`src/rtl/ugsq_pkg.sv`:
```
// Shared types, codes and constants for the undirected graph store.
package ugsq_pkg;

  localparam int unsigned MAX_VERTICES = 256;
  localparam int unsigned VIDX_W       = $clog2(MAX_VERTICES);
  localparam int unsigned CNT_W        = 9;
  localparam int unsigned DEG_W        = 8;
  localparam int unsigned EDGE_W       = 15;
  localparam int unsigned VTX_W        = 12;

  localparam logic [63:0] GOLDEN    = 64'h9e3779b97f4a7c15;
  localparam logic [63:0] MIX_C1    = 64'hbf58476d1ce4e5b9;
  localparam logic [63:0] MIX_C2    = 64'h94d049bb133111eb;
  localparam logic [63:0] EDGE_SALT = 64'h00000100000001b3;

  typedef enum logic [1:0] {
    CMD_CLEAR = 2'd0,
    CMD_LOAD  = 2'd1,
    CMD_BUILD = 2'd2,
    CMD_QUERY = 2'd3
  } cmd_t;

  typedef enum logic [1:0] {
    ST_OK     = 2'd0,
    ST_RANGE  = 2'd1,
    ST_EMPTY  = 2'd2,
    ST_UNUSED = 2'd3
  } status_t;

  localparam logic KIND_BUILD = 1'b0;
  localparam logic KIND_QUERY = 1'b1;

  typedef enum logic [3:0] {
    S_IDLE,
    S_LD_CHK,
    S_LD_WRU,
    S_LD_WRV,
    S_Q_ANS,
    S_B_ADDR,
    S_B_DATA,
    S_B_ENCA,
    S_B_ENCB,
    S_B_MIX,
    S_B_MIXW,
    S_B_MOD,
    S_B_MODW
  } state_t;

endpackage

```
`src/rtl/ugsq_mod.sv`:
```
// Bit-serial remainder of a 64-bit value by the vertex count.
module ugsq_mod
  import ugsq_pkg::*;
(
  input  logic             clk,
  input  logic             rst,
  input  logic             start,
  input  logic [63:0]      dividend,
  input  logic [CNT_W-1:0] divisor,
  output logic             done,
  output logic [CNT_W-1:0] rem
);

  logic [63:0]    q;
  logic [6:0]     cnt;
  logic           active;
  logic [CNT_W:0] t;

  assign t = {rem, q[63]};

  always_ff @(posedge clk) begin
    if (rst) begin
      active <= 1'b0;
      done   <= 1'b0;
      cnt    <= '0;
    end else begin
      done <= 1'b0;
      if (start) begin
        q      <= dividend;
        rem    <= '0;
        cnt    <= '0;
        active <= 1'b1;
      end else if (active) begin
        q <= q << 1;
        if (t >= {1'b0, divisor}) begin
          rem <= CNT_W'(t - {1'b0, divisor});
        end else begin
          rem <= t[CNT_W-1:0];
        end
        cnt <= cnt + 7'd1;
        if (cnt == 7'd63) begin
          active <= 1'b0;
          done   <= 1'b1;
        end
      end
    end
  end

endmodule

```
`config.mk`:
```
export PLATFORM = sky130hd
export DESIGN_NAME = ugsq_mod
export DESIGN_NICKNAME = d
export VERILOG_FILES = /design/src/rtl/ugsq_pkg.sv /design/src/rtl/ugsq_mod.sv
export SDC_FILE = /design/constraint.sdc
export NUM_CORES = 1
export LEC_CHECK = 0
export BUFFER_PORTS_ARGS = -buffer_cell sky130_fd_sc_hd__buf_2
export CAP_MARGIN = 15
export CORE_AREA = 2 2 75 106
export CTS_BUF_LIST = sky130_fd_sc_hd__clkbuf_4 sky130_fd_sc_hd__clkbuf_8
export DETAILED_ROUTE_END_ITERATION = 12
export DIE_AREA = 0 0 77 108
export PLACE_DENSITY = 0.79
export SYNTH_ARGS = -nofsm -noshare
export SYNTH_HDL_FRONTEND = slang
export SYNTH_SLANG_ARGS = --single-unit
```
`constraint.sdc`:
```
create_clock -name clk -period 7.85 [get_ports clk]
set_clock_uncertainty 0.05 [all_clocks]
set_input_delay 1.57 -clock clk [delete_from_list [all_inputs] [get_ports clk]]
set_output_delay 1.57 -clock clk [all_outputs]
set_load 0.05 [all_outputs]
```
Word level (Yosys, flattened, before mapping)
Cells that the tools add are included.

Bitwise gates (word level): 2. $add $sub $neg: 2. Equal/unequal tests: 1. Reduce and logical (&&, ||, !) cells: 4. Muxes and demuxes: 8. Order comparisons: 1.

Operators by type and width (number): 64-bit 2-to-1 mux (2); 9-bit 2-to-1 mux (2); 10-bit by 9-bit >= comparator with 1-bit output (1); 9-bit subtractor (1); 7-bit by 1-bit adder with 7-bit output, second input constant (1); 7-bit by 6-bit == test with 1-bit output, second input constant (1); 1-bit 2-to-1 mux (4); 3-bit OR reduction (1); 1-bit NOT (2); 2-bit AND reduction (1); 2-bit nonzero test (1); 2-bit OR reduction (1).

Word-level logic and storage cells: 23. Register bits after elaboration: 82.

Logic depth before layout (Yosys ltp)
Word-level depth: 4. Mapped depth: 9.

Worst setup path before layout
No wires, ideal clock.

Kind: input-to-reg. Start: input port start. End: register q[0], enable pin. Stages on the path: 3. Path buffers: 1. Slack: 1737 ps. Data arrival time: 5533 ps. Cells stage by stage: clkbuf_1 inv_1 a21oi_1.

Word-level cells in the longest chain between the ends: 2.

Ends and longest elaborated chain: start, declared (RTL line ugsq_mod.sv:7) `input logic start,`; 2-bit nonzero test (no source line); 2-bit AND reduction (no source line); end signal, assigned (RTL line ugsq_mod.sv:29) `q <= dividend;`; end signal, assigned (RTL line ugsq_mod.sv:34) `q <= q << 1;`; end, declared (RTL line ugsq_mod.sv:14) `logic [63:0] q;`.

Every way passes these cells. A chain may end at the register's enable or synchronous reset.

Worst setup path after layout
Start: input port start. End: register q[5], enable pin.

Same word-level chain as after synthesis.

==> results.json <==
{
  "setup_viol": 0,
  "track_usage_pct": 17.0,
  "slew_violations": 0,
  "antenna_cells": 0,
  "port_buffers": 85,
  "hold_violations": 0,
  "period_share_pct": 48.0,
  "slew_headroom_pct": 41.5,
  "vias": 2450,
  "pin_count": 86,
  "grt_max_degree": 76,
  "crit_arrival_ns": 3.69,
  "ys.warnings.count": 0,
  "tritoncts": "done",
  "cts_hold_buf": 0,
  "wl_mm": 6.74,
  "area_growth_syn_to_layout_pct": 18.5,
  "cts_root_buf": "clkbuf_8",
  "maxCapViolations": 0,
  "routedWlPerCell_microns": 14.5,
  "die_area_sq_um": 8320,
  "htree_levels": 3,
  "grt_remaining_overflow": 0,
  "nets": 451,
  "synth_nets": 363,
  "layout_setup_ws_ns": 4.08,
  "netlist_area_sq_um": 3950,
  "critPathMaxFanout": 75,
  "clk_latency_ns": 0.34,
  "worst_setup_path_end_kind": "flop",
  "rsz0062_at_grt": "no",
  "placedCellCount": 450,
  "synth-seq-area-share_pct": 60.1,
  "via_per_inst": 5.26,
  "final_cells": 466,
  "finish.instance_area_sq_um": 4680,
  "p_per_area_nw_per_um2": 208,
  "synth_area_per_cell_sq_um": 14.3,
  "start_kind": "input port",
  "cts.sinks": 82,
  "clk_path_buf_depth": 2,
  "drt_first_pass_iters": 4,
  "hpwl_mm": 4.77,
  "die_x_microns": 77,
  "critPathKind": "in -> reg",
  "drive_gt1_share_pct": 48.2,
  "finalSetupTns_ns": 0,
  "drt_iter0_markers": 109,
  "gp_congestion": 0.829,
  "grt_pass1_vias": 2462,
  "dpl_worst_slack_ns": 3.70,
  "antenna_found_initial": 0,
  "numCtsBuffers": 9,
  "tightestPinTransition_ns": 0.878,
  "dpl_cell_area_sq_um": 4490,
  "rows": 37,
  "fin_crit_ns": 3.77,
  "post_cts_buffers": 0,
  "grt_pass1_wl_mm": 11.0,
  "outcome": "finished clean",
  "path_clk_slew_ns": 0.07,
  "ys_ff_latch": 82,
  "ant_nets": 0,
  "power_leakage_nw": 1.84,
  "start_util_pct": 54.0,
  "cp.required_ns": 7.77,
  "fin_hold_ws_ns": 0.447,
  "clock.fmax_ghz": 0.265,
  "synthCells": 276,
  "die_y_microns": 108,
  "ys_types": 43,
  "vdd_drop_max_uv": 155,
  "core_sq_um": 7310,
  "cts-resized-gates": 0,
  "hp-class": "reg -> reg",
  "drc": 0
}
-- placed cells by master, fill, tap and decap left out, types with 2 or more instances in the layout --
master / count
a211o_1: 2
a21boi_0: 2
a21o_1: 2
a21oi_1: 11
buf_2: 85
buf_4: 2
clkbuf_4: 2
clkbuf_8: 9
clkinv_2: 2
clkinvlp_4: 2
dfxtp_1: 9
edfxtp_1: 73
ha_1: 10
inv_1: 14
mux2_2: 63
mux2i_1: 4
nand2_1: 10
nand2b_1: 2
nand3_1: 3
nand4_1: 4
nor2_1: 14
nor3_1: 5
o21ai_0: 6
or3_1: 2
xnor2_1: 2
xor2_1: 5
-- path summary, 6_finish.rpt --
path	depth (start not counted)	slack (ns)	end	start
worst max register to register	9	5.24	rem[1]$_SDFFCE_PP0P_	q[63]$_DFFE_PP_
worst min register to register	2	0.45	cnt[5]$_SDFFE_PP0P_	cnt[5]$_SDFFE_PP0P_
worst max-delay path	5	4.08	q[5]$_DFFE_PP_	start
worst min-delay path	2	0.45	cnt[5]$_SDFFE_PP0P_	cnt[5]$_SDFFE_PP0P_
-- metrics by stage --
step,total power (W),util [%]
finish,0.000976,64.0
global route,0.00102,64.0
CTS,0.000985,64.0
detailed placement,0.000690,61.3
global placement,0.000687,61.3
floorplan,0.000647,-
-- critical path, cell delays in order --
cell and delay (ns):
buf_2 0.08, buf_4 0.65, inv_1 0.23, a21oi_4 0.40
buf_4 0.67
-- metal layers --
| layer | global-route usage, % | part of all wire [%] | vias to the layer above |
|---|---|---|---|
| met5 | 0 | 0 | - |
| met4 | 6.25 | 1.3 | 0 |
| met3 | 4.51 | 5.8 | 10 |
| met2 | 29.0 | 50 | 73 |
| met1 | 20.8 | 42 | 1157 |
| li1 | - | - | 1210 |
-- area by class of cell --
class                           instances  area, sq um
Clock buffer                           11          139
Clock inverter                          5         55.1
Fill cell                             602         2640
Inverter                               14         52.6
Multi-Input combinational cell        170         1500
Sequential cell                        82         2370
Tap cell                               97          121
Timing Repair Buffer                   87          440
-- kinds of logic after synthesis --
| family | count (synthesis) | share of synthesized area (%) |
|---|---|---|
| AOI/OAI and AO/OA | 34 | 6.46 |
| xor gates and xnor gates | 7 | 1.55 |
| adders and majority gates | 11 | 3.67 |
| buffers and inverters | 24 | 2.28 |
| DFF | 82 | 60.1 |
| muxes | 68 | 19.3 |
| and+or+nand+nor | 50 | 6.72 |
-- power breakdown --
part / total (W) / internal (W) / switching [W]
logic: 0.000158 / 0.0000718 / 0.0000861
registers: 0.000522 / 0.000512 / 0.0000104
clock network: 0.000296 / 0.000153 / 0.000143
-- sequential cells by signal, summed over array words and instances (netlist names) --
| register | count |
|---|---|
| active | 1 |
| rem | 9 |
| cnt | 7 |
| q | 64 |
| done | 1 |
-- synthesized netlist by cell type, drive strengths merged --
cell / number / area share (%)
edfxtp: 73 / 55
a21o: 2 / 0.38
xnor2: 2 / 0.44
nand3: 4 / 0.63
o31ai: 1 / 0.19
mux2: 64 / 18
a2111oi: 1 / 0.38
o21ai: 7 / 1.2
nor3b: 1 / 0.19
and3: 2 / 0.35
or2: 1 / 0.16
nand2: 10 / 0.95
nor2: 14 / 1.3
mux2i: 4 / 1.0
nor3: 6 / 1.0
o211ai: 2 / 0.51
a211o: 3 / 0.70
a21boi: 2 / 0.38
a211oi: 3 / 1.0
ha: 10 / 3.2
fa: 1 / 0.51
or4b: 1 / 0.25
a21oi: 12 / 1.5
or3b: 1 / 0.22
inv: 14 / 1.3
nand2b: 2 / 0.32
a22o: 1 / 0.22
and2: 2 / 0.32
xor2: 5 / 1.1
dfxtp: 9 / 4.6
clkbuf: 10 / 0.95
nand4: 4 / 0.63
or3: 2 / 0.32
Note: power is estimated with default switching activity, not from simulation.
