<file path="src/rtl/ugsq_ram.sv">
// Generic single-port RAM with registered read.
module ugsq_ram #(
  parameter int unsigned WIDTH = 8,
  parameter int unsigned DEPTH = 256
) (
  input  logic                     clk,
  input  logic                     we,
  input  logic [$clog2(DEPTH)-1:0] addr,
  input  logic [WIDTH-1:0]         wdata,
  output logic [WIDTH-1:0]         rdata
);

  logic [WIDTH-1:0] mem [DEPTH];

  always_ff @(posedge clk) begin
    if (we) begin
      mem[addr] <= wdata;
    end
    rdata <= mem[addr];
  end

endmodule

</file>
<file path="config.mk">
export PLATFORM = sky130hd
export DESIGN_NAME = ugsq_ram
export DESIGN_NICKNAME = d
export VERILOG_FILES = /design/src/rtl/ugsq_ram.sv
export SDC_FILE = /design/constraint.sdc
export NUM_CORES = 2
export LEC_CHECK = 0
export BUFFER_PORTS_ARGS = -buffer_cell sky130_fd_sc_hd__buf_4
export CAP_MARGIN = 20
export CORE_ASPECT_RATIO = 0.75
export CORE_MARGIN = 3
export CORE_UTILIZATION = 51
export DETAILED_ROUTE_END_ITERATION = 8
export GPL_ROUTABILITY_DRIVEN = 0
export HOLD_SLACK_MARGIN = 0.1
export PLACE_DENSITY = 0.66
export SLEW_MARGIN = 20
export SYNTH_ARGS = -nofsm -noshare
export SYNTH_HDL_FRONTEND = slang
export SYNTH_SLANG_ARGS = --single-unit
</file>
<file path="constraint.sdc">
create_clock -name clk -period 4.7 [get_ports clk]
set_input_delay 0.235 -clock clk [delete_from_list [all_inputs] [get_ports clk]]
set_output_delay 0.235 -clock clk [all_outputs]
set_load 0.05 [all_outputs]
</file>
; ---- Yosys cells after proc, flatten, opt, wreduce, memory -nomap -nowiden
; Memory sizes are Yosys's and may differ from the RTL's. A register that Yosys moved wholly into a read port is not among the register bits.
; Cells that the tools add are included.
[classes]
mux = 2
[op_table]
columns = cell, count
row1 = 1-bit two-way mux, 2
[totals]
elab_cells = 3
ff_bits = 0
ram_bits = 2048
memories = 1
[mem_list]
columns = name, words, width, rd, rd_clocked_by_memory_dff, wr, line
row1 = mem, 256, 8, 1, 1, 1, 13  ; logic [WIDTH-1:0] mem [DEPTH];

; ---- Logic depth before layout (Yosys ltp)
[logic_depth]
word_depth = 2
depth_mapped = 10

; ---- Worst setup path before layout
; No wires, ideal clock.
[synth_timing]
path_type = input -> register
startpoint = input port addr[1]
endpoint = memory mem[111][0], enable pin
t_arrival_ns = 2.084
path_stages = 9
path_buffers = 5
required_time_ns = 4.330
setup_time_ns = 0.370
setup_slack_ns = 2.246
path_cell_list = buf_2 -> clkbuf_1 -> clkbuf_1 -> nand2_1 -> buf_2 -> nor2_1 -> nand2_1 -> clkbuf_1 -> nor2_1
[synth_lines]
columns = item, line
row1 = from (decl), 8  ; input logic [$clog2(DEPTH)-1:0] addr,
row2 = to (decl), 13
; Straight into the memory's write port.

==> impl_metrics.xml <==
<?xml version="1.0" encoding="UTF-8"?>
<metrics>
  <group name="run_status">
    <metric name="status" unit="">finished clean</metric>
  </group>
  <group name="clock_network">
    <metric name="cts_max_level" unit="">4</metric>
    <metric name="cts_resized" unit="">0</metric>
    <metric name="clock_tree.root_cell" unit="">sky130_fd_sc_hd__clkbuf_16</metric>
    <metric name="clk_path_buf_depth" unit="">3</metric>
    <metric name="clk_pin_slew_worst_paths" unit="ns">0.06</metric>
    <metric name="cts-buffers-inserted" unit="">185</metric>
    <metric name="cts_sinks" unit="">2056</metric>
    <metric name="cts_tree" unit="">yes</metric>
    <metric name="worstSkewPairLatency" unit="ns">0.81</metric>
  </group>
  <group name="sta">
    <metric name="max_freq" unit="GHz">0.323</metric>
    <metric name="clock_skew" unit="ns">0.0293</metric>
    <metric name="grt_setup_unrepaired" unit="">false</metric>
    <metric name="final-max-slew-violation-count" unit="">0</metric>
    <metric name="finalCriticalPeriod" unit="ns">3.10</metric>
    <metric name="final_hold_viol_count" unit="">0</metric>
    <metric name="tightest_slew" unit="ns">1.14</metric>
    <metric name="timing.setup.tns" unit="ns">0</metric>
    <metric name="setup_viol" unit="">0</metric>
    <metric name="timing.slew.headroom" unit="%">23.3</metric>
    <metric name="timing.final.crit_share" unit="%">65.9</metric>
  </group>
  <group name="setup_path">
    <metric name="crit_start" unit="">addr[0]</metric>
    <metric name="setup.worst_path.start_class" unit="">primary input</metric>
    <metric name="regToRegStartpoint" unit="">mem[106][6]$_DFFE_PP_</metric>
    <metric name="setup.worst_path.end_class" unit="">flip-flop</metric>
    <metric name="crit_chain" unit="">buf_8, buf_12, mux4_2, a22oi_1, a21oi_1, o41ai_1, nand4_1</metric>
    <metric name="peak_fanout_along_the_critical_path" unit="">58</metric>
    <metric name="timing.critical_path.required" unit="ns">5.34</metric>
    <metric name="critPathBufInv" unit="">2</metric>
    <metric name="critPathTopFamily" unit="">compound AO/OA/AOI/OAI gates</metric>
    <metric name="timing.critical_path.arrival" unit="ns">3.74</metric>
    <metric name="critPathKind" unit="">in2reg</metric>
    <metric name="critPathSlowestCell" unit="">sky130_fd_sc_hd__o41ai_1</metric>
    <metric name="critPathMaxStageDelay" unit="ns">1.04</metric>
  </group>
  <group name="grt">
    <metric name="grt_use_met1" unit="%">37.2</metric>
    <metric name="largest_net_degree_at_the_start_of_global_routing" unit="">171</metric>
    <metric name="globalRoute.totalOverflow" unit="">0</metric>
    <metric name="grt_pass1_wl" unit="um">273000</metric>
    <metric name="groute.layer.met3.usage" unit="%">6.32</metric>
    <metric name="gr-max-usage-layer" unit="">met1</metric>
    <metric name="via_count_of_the_first_global_routing_pass" unit="">37900</metric>
    <metric name="globalRouteTotalUtil" unit="%">23.9</metric>
    <metric name="groute.layer.met2.usage" unit="%">33.8</metric>
    <metric name="antenna_found_initial" unit="">3</metric>
  </group>
  <group name="yosys">
    <metric name="syn-cell-area" unit="mm2">0.0785</metric>
    <metric name="synth.top_cell.area_share" unit="%">78.3</metric>
    <metric name="postSynthRegisterBits" unit="">2056</metric>
    <metric name="combinational_family_with_the_most_area_after_synthesis" unit="">multiplexers</metric>
    <metric name="share_of_synthesized_area_occupied_by_flip_flops_and_latches" unit="%">78.6</metric>
    <metric name="average_size_of_a_mapped_cell" unit="um2">22.1</metric>
    <metric name="synth_adder_area_share" unit="%">0</metric>
    <metric name="synth.net_count" unit="">3565</metric>
    <metric name="compound_gate_fraction_of_synth_area" unit="%">3.62</metric>
    <metric name="synth_xor_xnor_area_share" unit="%">0</metric>
    <metric name="yosys.area_share.simple" unit="%">1.73</metric>
    <metric name="synth_cell_types" unit="">22</metric>
    <metric name="synth_area_leader_cell" unit="">sky130_fd_sc_hd__edfxtp_1</metric>
    <metric name="synth_area_leaders" unit="">sky130_fd_sc_hd__edfxtp_1, sky130_fd_sc_hd__mux4_2, sky130_fd_sc_hd__a22oi_1</metric>
    <metric name="post_synth_inst_count" unit="">3547</metric>
    <metric name="synth.mux.area_fraction" unit="%">14.7</metric>
    <metric name="ys.warnings.count" unit="">0</metric>
  </group>
  <group name="pwr">
    <metric name="report.power.total" unit="uW">36500</metric>
    <metric name="p_seq_share" unit="%">55.4</metric>
    <metric name="power.net_switching" unit="uW">7670</metric>
    <metric name="power.clock.fraction" unit="%">39.8</metric>
    <metric name="switching_share" unit="%">21.0</metric>
    <metric name="p_int" unit="uW">28900</metric>
    <metric name="comb_power_share" unit="%">4.8</metric>
    <metric name="leakage_power" unit="uW">0.0267</metric>
    <metric name="irDropWorstVdd" unit="mV">0.462</metric>
    <metric name="powerDensity" unit="mW/mm2">415</metric>
  </group>
  <group name="finish">
    <metric name="drive_gt1_share" unit="%">25.4</metric>
    <metric name="final_common_cell" unit="">sky130_fd_sc_hd__edfxtp_1</metric>
    <metric name="area_growth_syn_to_layout" unit="%">12.0</metric>
    <metric name="layout.nets" unit="">3745</metric>
    <metric name="most-common-layout-cells" unit="">sky130_fd_sc_hd__edfxtp_1, sky130_fd_sc_hd__mux4_2, sky130_fd_sc_hd__a22oi_1, sky130_fd_sc_hd__nor2_1, sky130_fd_sc_hd__clkbuf_16</metric>
    <metric name="fin_area" unit="mm2">0.0879</metric>
  </group>
  <group name="floorplanning">
    <metric name="floorplan.die.height" unit="um">346</metric>
    <metric name="floorplan.core_area" unit="mm2">0.153</metric>
    <metric name="rows" unit="">124</metric>
    <metric name="io_pins" unit="">26</metric>
    <metric name="die_area" unit="mm2">0.159</metric>
    <metric name="die_x" unit="um">459</metric>
    <metric name="initial_utilization" unit="%">51.4</metric>
  </group>
  <group name="hold_path">
    <metric name="worstHoldPathType" unit="">in2reg</metric>
    <metric name="worst_hold_start" unit="">we</metric>
  </group>
  <group name="route">
    <metric name="detailroute.via_count" unit="">37800</metric>
    <metric name="post_drt_via_cell_ratio" unit="">6.42</metric>
    <metric name="post_drt_wl_per_cell" unit="um">31.9</metric>
    <metric name="drt_pass1_iterations" unit="">5</metric>
    <metric name="initialDrtViolationCount" unit="">5346</metric>
    <metric name="final_antenna_net_count" unit="">0</metric>
    <metric name="detail_route.wirelength" unit="um">188000</metric>
    <metric name="drcViolationCount" unit="">0</metric>
  </group>
  <group name="placement">
    <metric name="dp_hpwl" unit="um">111000</metric>
    <metric name="post_dp_cell_area" unit="mm2">0.0820</metric>
    <metric name="port-buffer-count" unit="">25</metric>
  </group>
  <group name="job">
    <metric name="max-cap-violations" unit="">0</metric>
  </group>
</metrics>
[state kept, by name, indices dropped and copies added, names as in the netlist]
| signal | cells |
|---|---|
| rdata | 8 |
| mem | 2048 |
[routing by layer]
metal  routed length, um  up-vias
li1                    -    15400
met1               80400    20200
met2               83500     1908
met3               19600      264
met4                4470        2
met5                  13        -
[repair_timing]
item                                    4_1_cts  5_1_grt
hold endpoints to repair                    694        0
setup buffers                                 0        0
endpoints found under the setup margin        0        0
hold buffers                                 10        0
[cell usage after synthesis, drive strengths merged]
cell,instances
and2,3
nand2,28
dfxtp,8
nand2b,6
mux4,512
nor2,232
clkbuf,145
buf,87
a22oi,256
nand3,13
nand4,8
or2,2
nor2b,7
a21oi,128
inv,1
or3,1
o41ai,32
edfxtp,2048
nor3,30
[path summary, 6_finish.rpt]
path                           end  cells after the start  slack, ns
max               rdata[6]$_DFF_P_                      7       1.60
min reg2reg       rdata[4]$_DFF_P_                      5       1.05
min          mem[182][6]$_DFFE_PP_                      3       0.16
max reg2reg       rdata[6]$_DFF_P_                      5       1.95
[layout make-up]
cell class,count,area [um2]
Clock buffer,241,5000
Inverter,1,3.75
Tap cell,2016,2520
Fill cell,11000,64800
Multi-Input combinational cell,1258,15800
Sequential cell,2056,61700
Clock inverter,92,728
Timing Repair Buffer,225,2210
Antenna cell,2,5.00
[power groups by stage]
stage / combinational (uW) / clock, uW / sequential, uW
finish: 1750 / 14500 / 20200
global route: 1850 / 15500 / 20200
CTS: 1760 / 14700 / 20200
detailed placement: 1750 / 0 / 20600
global placement: 1730 / 0 / 20600
floorplan: 898 / 0 / 20700
[kinds of logic after synthesis]
logic type / after synthesis
buffers and inverters: 233
AOI/OAI and AO/OA: 416
muxes: 512
and+or+nand+nor: 330
DFF: 2056
[stage by stage]
step	hold WS, ns	utilization [%]	cells	setup WS (ns)
global route	0.113	57.6	5889	1.54
CTS	0.205	57.5	5886	1.69
finish	0.162	57.6	5891	1.60
detailed placement	0.746	53.7	5543	0.827
global placement	0.732	53.7	5542	0.428
floorplan	0.334	-	3547	2.25
[worst reg2reg max path: cells and delay by family, from the launching register on]
family             cells  cell delay (ns)
and+or+nand+nor        1             0.17
muxes                  1             0.46
AOI/OAI and AO/OA      3             1.60
DFF                    1             0.36
No activity file was read; power rests on OpenSTA's default activity.
