$ cat config.mk
export PLATFORM = sky130hd
export DESIGN_NAME = ugsq_mix
export DESIGN_NICKNAME = d
export VERILOG_FILES = /design/src/rtl/ugsq_pkg.sv /design/src/rtl/ugsq_mix.sv
export SDC_FILE = /design/constraint.sdc
export NUM_CORES = 2
export LEC_CHECK = 0
export ABC_AREA = 1
export BUFFER_PORTS_ARGS = -buffer_cell sky130_fd_sc_hd__clkbuf_2
export CORE_ASPECT_RATIO = 0.6
export CORE_MARGIN = 3
export CORE_UTILIZATION = 55
export CTS_BUF_LIST = sky130_fd_sc_hd__clkbuf_8
export CTS_CLUSTER_DIAMETER = 30
export DETAILED_ROUTE_END_ITERATION = 12
export GPL_TIMING_DRIVEN = 0
export PLACE_DENSITY = 0.72
export SETUP_SLACK_MARGIN = 0.4
export SLEW_MARGIN = 10
export SYNTH_ARGS = -nofsm -noshare
export SYNTH_HDL_FRONTEND = slang
export SYNTH_SLANG_ARGS = --single-unit
$ cat constraint.sdc
create_clock -name clk -period 9.85 [get_ports clk]
set_input_delay 0.4925 -clock clk [delete_from_list [all_inputs] [get_ports clk]]
set_output_delay 0.4925 -clock clk [all_outputs]
set_load 0.03 [all_outputs]
$ cat src/rtl/ugsq_pkg.sv
// Shared types, codes and constants for the undirected graph store.
package ugsq_pkg;

  localparam int unsigned MAX_VERTICES = 256;
  localparam int unsigned VIDX_W       = $clog2(MAX_VERTICES);
  localparam int unsigned CNT_W        = 9;
  localparam int unsigned DEG_W        = 8;
  localparam int unsigned EDGE_W       = 15;
  localparam int unsigned VTX_W        = 12;

  localparam logic [63:0] GOLDEN    = 64'h9e3779b97f4a7c15;
  localparam logic [63:0] MIX_C1    = 64'hbf58476d1ce4e5b9;
  localparam logic [63:0] MIX_C2    = 64'h94d049bb133111eb;
  localparam logic [63:0] EDGE_SALT = 64'h00000100000001b3;

  typedef enum logic [1:0] {
    CMD_CLEAR = 2'd0,
    CMD_LOAD  = 2'd1,
    CMD_BUILD = 2'd2,
    CMD_QUERY = 2'd3
  } cmd_t;

  typedef enum logic [1:0] {
    ST_OK     = 2'd0,
    ST_RANGE  = 2'd1,
    ST_EMPTY  = 2'd2,
    ST_UNUSED = 2'd3
  } status_t;

  localparam logic KIND_BUILD = 1'b0;
  localparam logic KIND_QUERY = 1'b1;

  typedef enum logic [3:0] {
    S_IDLE,
    S_LD_CHK,
    S_LD_WRU,
    S_LD_WRV,
    S_Q_ANS,
    S_B_ADDR,
    S_B_DATA,
    S_B_ENCA,
    S_B_ENCB,
    S_B_MIX,
    S_B_MIXW,
    S_B_MOD,
    S_B_MODW
  } state_t;

endpackage

$ cat src/rtl/ugsq_mix.sv
// Iterative 64-bit finalizer mix on one shared 32x32 multiplier.
module ugsq_mix
  import ugsq_pkg::*;
(
  input  logic        clk,
  input  logic        rst,
  input  logic        start,
  input  logic [63:0] x_in,
  output logic        done,
  output logic [63:0] x_out
);

  logic [63:0] x;
  logic [63:0] acc;
  logic [3:0]  step;
  logic        active;
  logic [63:0] c;
  logic [31:0] mul_a;
  logic [31:0] mul_b;
  logic [63:0] prod;

  always_comb begin
    c     = (step < 4'd4) ? MIX_C1 : MIX_C2;
    mul_a = (step == 4'd3 || step == 4'd7) ? x[63:32] : x[31:0];
    mul_b = (step == 4'd2 || step == 4'd6) ? c[63:32] : c[31:0];
    prod  = 64'(mul_a) * 64'(mul_b);
  end

  always_ff @(posedge clk) begin
    if (rst) begin
      active <= 1'b0;
      done   <= 1'b0;
      step   <= '0;
    end else begin
      done <= 1'b0;
      if (start) begin
        x      <= x_in ^ (x_in >> 30);
        step   <= 4'd1;
        active <= 1'b1;
      end else if (active) begin
        step <= step + 4'd1;
        case (step)
          4'd1, 4'd5: acc <= prod;
          4'd2, 4'd6: acc <= acc + {prod[31:0], 32'd0};
          4'd3, 4'd7: x   <= acc + {prod[31:0], 32'd0};
          4'd4:       x   <= x ^ (x >> 27);
          4'd8: begin
            x      <= x ^ (x >> 31);
            active <= 1'b0;
            done   <= 1'b1;
          end
          default: active <= 1'b0;
        endcase
      end
    end
  end

  assign x_out = x;

endmodule

# After elaboration in Yosys (flattened, before gate mapping)
# Index checks and enable logic that the tools add are counted.
# totals
inputBits	67
reg_bits	134
output_inout_bits	65
elab_cells	50
# op_classes
reduce_logical	13
n_eq_ne	8
add_sub_neg	2
bitwise_logic	6
n_lt_le_gt_ge	1
multipliers	1
n_mux	13
# op_table
cell	count
$pmux W64 S3	1
$mux W64	2
$pmux W64 S2	1
$add A64 B64 Y64	1
$mul A32 B32 Y64	1
$mux W32	2
$xor A64 B33 Y64	1
$xor A64 B34 Y64	1
$xor A64 B37 Y64	1
$mux W62	1
$eq A4 B3 Y1 const B	4
$eq A4 B2 Y1 const B	2
$reduce_or A2 Y1	4
$reduce_or A7 Y1	1
$mux W1	6
$add A4 B1 Y4 const B	1
$eq A4 B1 Y1 const B	1
$eq A4 B4 Y1 const B	1
$lt A4 B3 Y1 const B	1
$reduce_and A4 Y1	1
$reduce_bool A2 Y1	2
$reduce_bool A4 Y1	1
$not A1 Y1	3
$reduce_and A3 Y1	1
2 further kinds	3

# Longest topological paths before layout
# logic_depth
word_depth	8
mapped_depth	49
mapped_depth_nobuf	48

# Least setup slack after synthesis
# Ideal clock, no wire load.
# synth_path
path_type	reg2reg
from	register step[0]
to	register x[63] (netlist: x_out[63]), data pin
arrival_ns	8.083
setup_ns	0.253
required_time_ns	9.597
stages_incl_launch_ff	42
period_less_slack_ns	8.336
setup_slack_ns	1.514
n_path_buf	2
cell_sequence	dfxtp_1 ha_1 inv_1 nor2_1 inv_2 buf_6 buf_6 o21ai_2 inv_2 nor2_1 inv_1 fa_1 inv_1 fa_1 fa_1 inv_1 fa_1 inv_1 (+6 left out) inv_1 a21oi_1 inv_1 a21oi_1 nand3_1 xor2_1 ha_1 nand2_1 nor2_1 inv_1 nor2_1 inv_1 nor3_1 a21oi_1 inv_1 nand2_1 nand3_1 nand2_1
# synth_between
elab_chain_cells	8
elab_cells_between_ends	18
classes_between	add/sub (1); mul (1); order compare (1); eq/ne (6); mux (6); reduce/logical (3)
# synth_rtl
element	line_no	source
from (decl)	ugsq_mix.sv:15	logic [3:0] step;
from (signal assigned)	ugsq_mix.sv:41	step <= step + 4'd1;
$lt A4 B3 Y1 (tied with other cells)	ugsq_mix.sv:23	c = (step < 4'd4) ? MIX_C1 : MIX_C2;
$mux W62 (tied with other cells)	ugsq_mix.sv:23	
$mux W32, on equally long branches	ugsq_mix.sv:25, ugsq_mix.sv:24	
$mul A32 B32 Y64	ugsq_mix.sv:26	prod = 64'(mul_a) * 64'(mul_b);
$add A64 B64 Y64	ugsq_mix.sv:45	4'd3, 4'd7: x <= acc + {prod[31:0], 32'd0};
$pmux W64 S3 *	ugsq_mix.sv:42	case (step)
$mux W64 *	ugsq_mix.sv:40	end else if (active) begin
$mux W64 *	ugsq_mix.sv:36	if (start) begin
to (signal assigned)	ugsq_mix.sv:37	x <= x_in ^ (x_in >> 30);
to (signal assigned)	ugsq_mix.sv:45	
to (signal assigned)	ugsq_mix.sv:46	4'd4: x <= x ^ (x >> 27);
to (decl)	ugsq_mix.sv:13	logic [63:0] x;
# Every way passes the cells marked *; elsewhere a longest branch is shown, timed or not. The select of a mux whose other input is x is not followed.
# A chain may end at the register's enable or synchronous reset.

# Worst setup path in the final report
# layout_path
from	register step[1]
to	register x[45] (netlist: x_out[45]), data pin
# The elaborated chain is that of the path after synthesis.

==> results.toml <==
[logic_synthesis]
synth-xor-area-share = 0.0228
synth_compound_area_frac = 0.0604
synthMuxAreaShare = 0
yosys.area.top_type_share = 0.415
ys.warnings.count = 0
synth_top_area_cell = "fa_1"
yosys_most_used_dff = "edfxtp_1"
syn_avg_cell_area_um2 = 8.47
synth_most_common_cell = "inv_1"
synthCells = 4663
synth_top_family_by_area = "adder cells"
synth-edff-count = 128
synthArstFlopShare = 0
synth_fa_ha_area_frac = 0.532
synth_seq_area_share = 0.100
synthTopCellsByArea = "fa_1 (42%), ha_1 (12%), inv_1 (12%)"
yosys-top-cells-count = "inv_1 (1,219), fa_1 (820), nand2_1 (708)"
yosys.area_share.simple = 0.152
synthesis.area_mm2 = 0.0395
ys_ff_latch = 134
syn-num-nets = 5918
synth_cell_types = 55

[route]
drt-initial-drc-count = 4744
ant_nets = 0
drc = 0
viasPerCell = 5.80
dr.pass1.iters = 8
routed_wl_mm = 166
wl_per_cell_um = 28.2
num_vias = 34200

[layout]
drive_above_1_share = 0.155
synthToLayoutAreaGrowth_pct = 14.4
fin_nets = 6188
fin_area_mm2 = 0.0452

[sta]
post-route-period-util = 0.953
setup_tns_ns = 0
max_slew_margin = 0.176
post-route-min-period_ns = 9.38
hold_viol = 0
rsz0062_at_grt = "yes"
clock_skew_ns = 0.0200
setup_viol = 0
drv_slew = 0
max_slew.worst_pin.slew_ns = 1.24
fmax_mhz = 107

[flow_run]
drv_cap = 0

[clocking]
cts.sinks = 134
root_buffer = "clkbuf_8"
cts_buffers = 25
insertion_delay_ns = 0.54
clk_pin_slew_ns = 0.08
cts_tree = "yes"
cts_buffer_depth = 3
htreeDepth = 4

[setup_path]
reg2reg_to = "x_out[45]"
end_kind = "flip-flop"
critPathKind = "flip-flop to flip-flop"
cp.required_ns = 10.14
start_kind = "flip-flop"
cp_max_fo = 12
endpoint = "x_out[45]"
ff2ff_path_depth = 35
r2r_slack_ns = 0.47
cp_data_arrival_time_ns = 9.67
cp_slowest_cell = "fa_1"
max_stage_delay_ns = 0.61
worstSetupStartpoint = "step[1]"
rr_startpoint = "step[1]"

[placement]
portBuffers = 131
placed_cell_area_mm2 = 0.0415
hpwl_mm = 143
routabilityCongestion = 1.06

[global_route]
grt_max_degree = 26
antenna_found_initial = 3
overflow = 0
track_usage = 0.442
grt_pass1_vias = 33100
grt_pass1_wl_mm = 234

[die]
start_util = 0.561
dieHeight_um = 214
io_pins = 132
dieArea_mm2 = 0.0752
core_area_mm2 = 0.0705
die_w_um = 352
fp-row-count = 75

[worst_hold_path]
hold_path.class = "input pin to flip-flop"
holdPathStages = 2
hp-start = "rst"

[outcome]
outcome = "complete, no violations"
-- sequential cells by signal (all words and copies together), names as in the netlist --
signal,cells
x_out,64
active,1
done,1
acc,64
step,4
-- timing repair --
| item | 4_1_cts | 5_1_grt |
|---|---|---|
| endpoints found under the setup margin | 55 | 42 |
| gates resized for setup | 301 | 278 |
| gates cloned | 0 | 1 |
| hold buffers | 0 | 0 |
| pin swaps | 35 | 92 |
| setup buffers | 50 | 55 |
-- metrics by stage --
step                hold WS, ns   util  std cells  worst slack [ns]
CTS                       0.149  0.619       5845             0.399
global route              0.146  0.642       5902             0.268
finish                    0.161  0.642       5903             0.468
floorplan                 0.471      -       4663              1.51
detailed placement        0.511  0.589       5762             -1.77
global placement          0.509  0.587       5756             -1.84
-- critical path: cells and delay by family, from the launching register on --
| family | cells | cell delay, ns |
|---|---|---|
| and+or+nand+nor | 6 | 1.15 |
| AOI/OAI and AO/OA | 7 | 1.50 |
| DFF | 1 | 0.37 |
| xor gates and xnor gates | 1 | 0.36 |
| buffers and inverters | 10 | 0.97 |
| adders and majority gates | 11 | 4.73 |
-- metal layers --
layer | track usage | wire length [um] | vias up
met5 | 0.00485 | 88 | -
met2 | 0.553 | 60200 | 2539
met1 | 0.673 | 70600 | 17000
met3 | 0.228 | 31200 | 241
met4 | 0.0867 | 4100 | 6
li1 | - | - | 14500
-- cells in the final DEF, fill, tap and decap left out, types with 19 or more instances in the layout --
| cell | instances |
|---|---|
| a21oi_2 | 28 |
| buf_2 | 34 |
| fa_1 | 803 |
| or2_2 | 30 |
| a21oi_1 | 115 |
| clkbuf_8 | 25 |
| o21ai_1 | 20 |
| edfxtp_1 | 128 |
| inv_1 | 1198 |
| ha_1 | 333 |
| xor2_1 | 36 |
| o21ai_4 | 23 |
| nor2_4 | 52 |
| clkbuf_1 | 24 |
| nand2_2 | 36 |
| buf_4 | 110 |
| nand3_1 | 106 |
| nor2_2 | 41 |
| ha_4 | 30 |
| o21ai_0 | 82 |
| a32oi_1 | 25 |
| inv_2 | 37 |
| nand2_1 | 659 |
| xnor2_1 | 43 |
| clkbuf_2 | 140 |
| buf_12 | 19 |
| nor2_1 | 458 |
| a31oi_1 | 27 |
-- layout make-up --
| type | count | area, um^2 |
|---|---|---|
| well taps | 962 | 1200 |
| flip-flops and latches | 134 | 3970 |
| diodes | 2 | 5.00 |
| multi-input cells | 3176 | 32500 |
| clock inverters | 8 | 62.6 |
| clock buffers | 25 | 344 |
| repair buffers | 243 | 1680 |
| inverters | 1246 | 4740 |
| fillers | 6097 | 25300 |
| plain buffers | 107 | 763 |
-- cell families (layout without fill, tap and decap cells) --
logic type,Yosys count,after routing
XOR/XNOR,103,103
other,1,3
adder cells (fa/ha/maj),1188,1188
AO/OA/AOI/OAI,404,404
buffers and inverters,1353,1629
AND/OR/NAND/NOR,1480,1480
flip-flops,134,134
-- worst min path at each step --
| stage | end | slack, ns |
|---|---|---|
| 2_1_floorplan | step[0] | 0.47 |
| 3_3_place_gp | step[0] | 0.51 |
| 3_5_place_dp | step[0] | 0.51 |
| 4_1_cts | step[0] | 0.15 |
| 5_1_grt | step[0] | 0.15 |
| 6_report | step[0] | 0.16 |
Power is not shown: default switching activity piles up to over one toggle a cycle in this logic, so the estimate is an artifact.
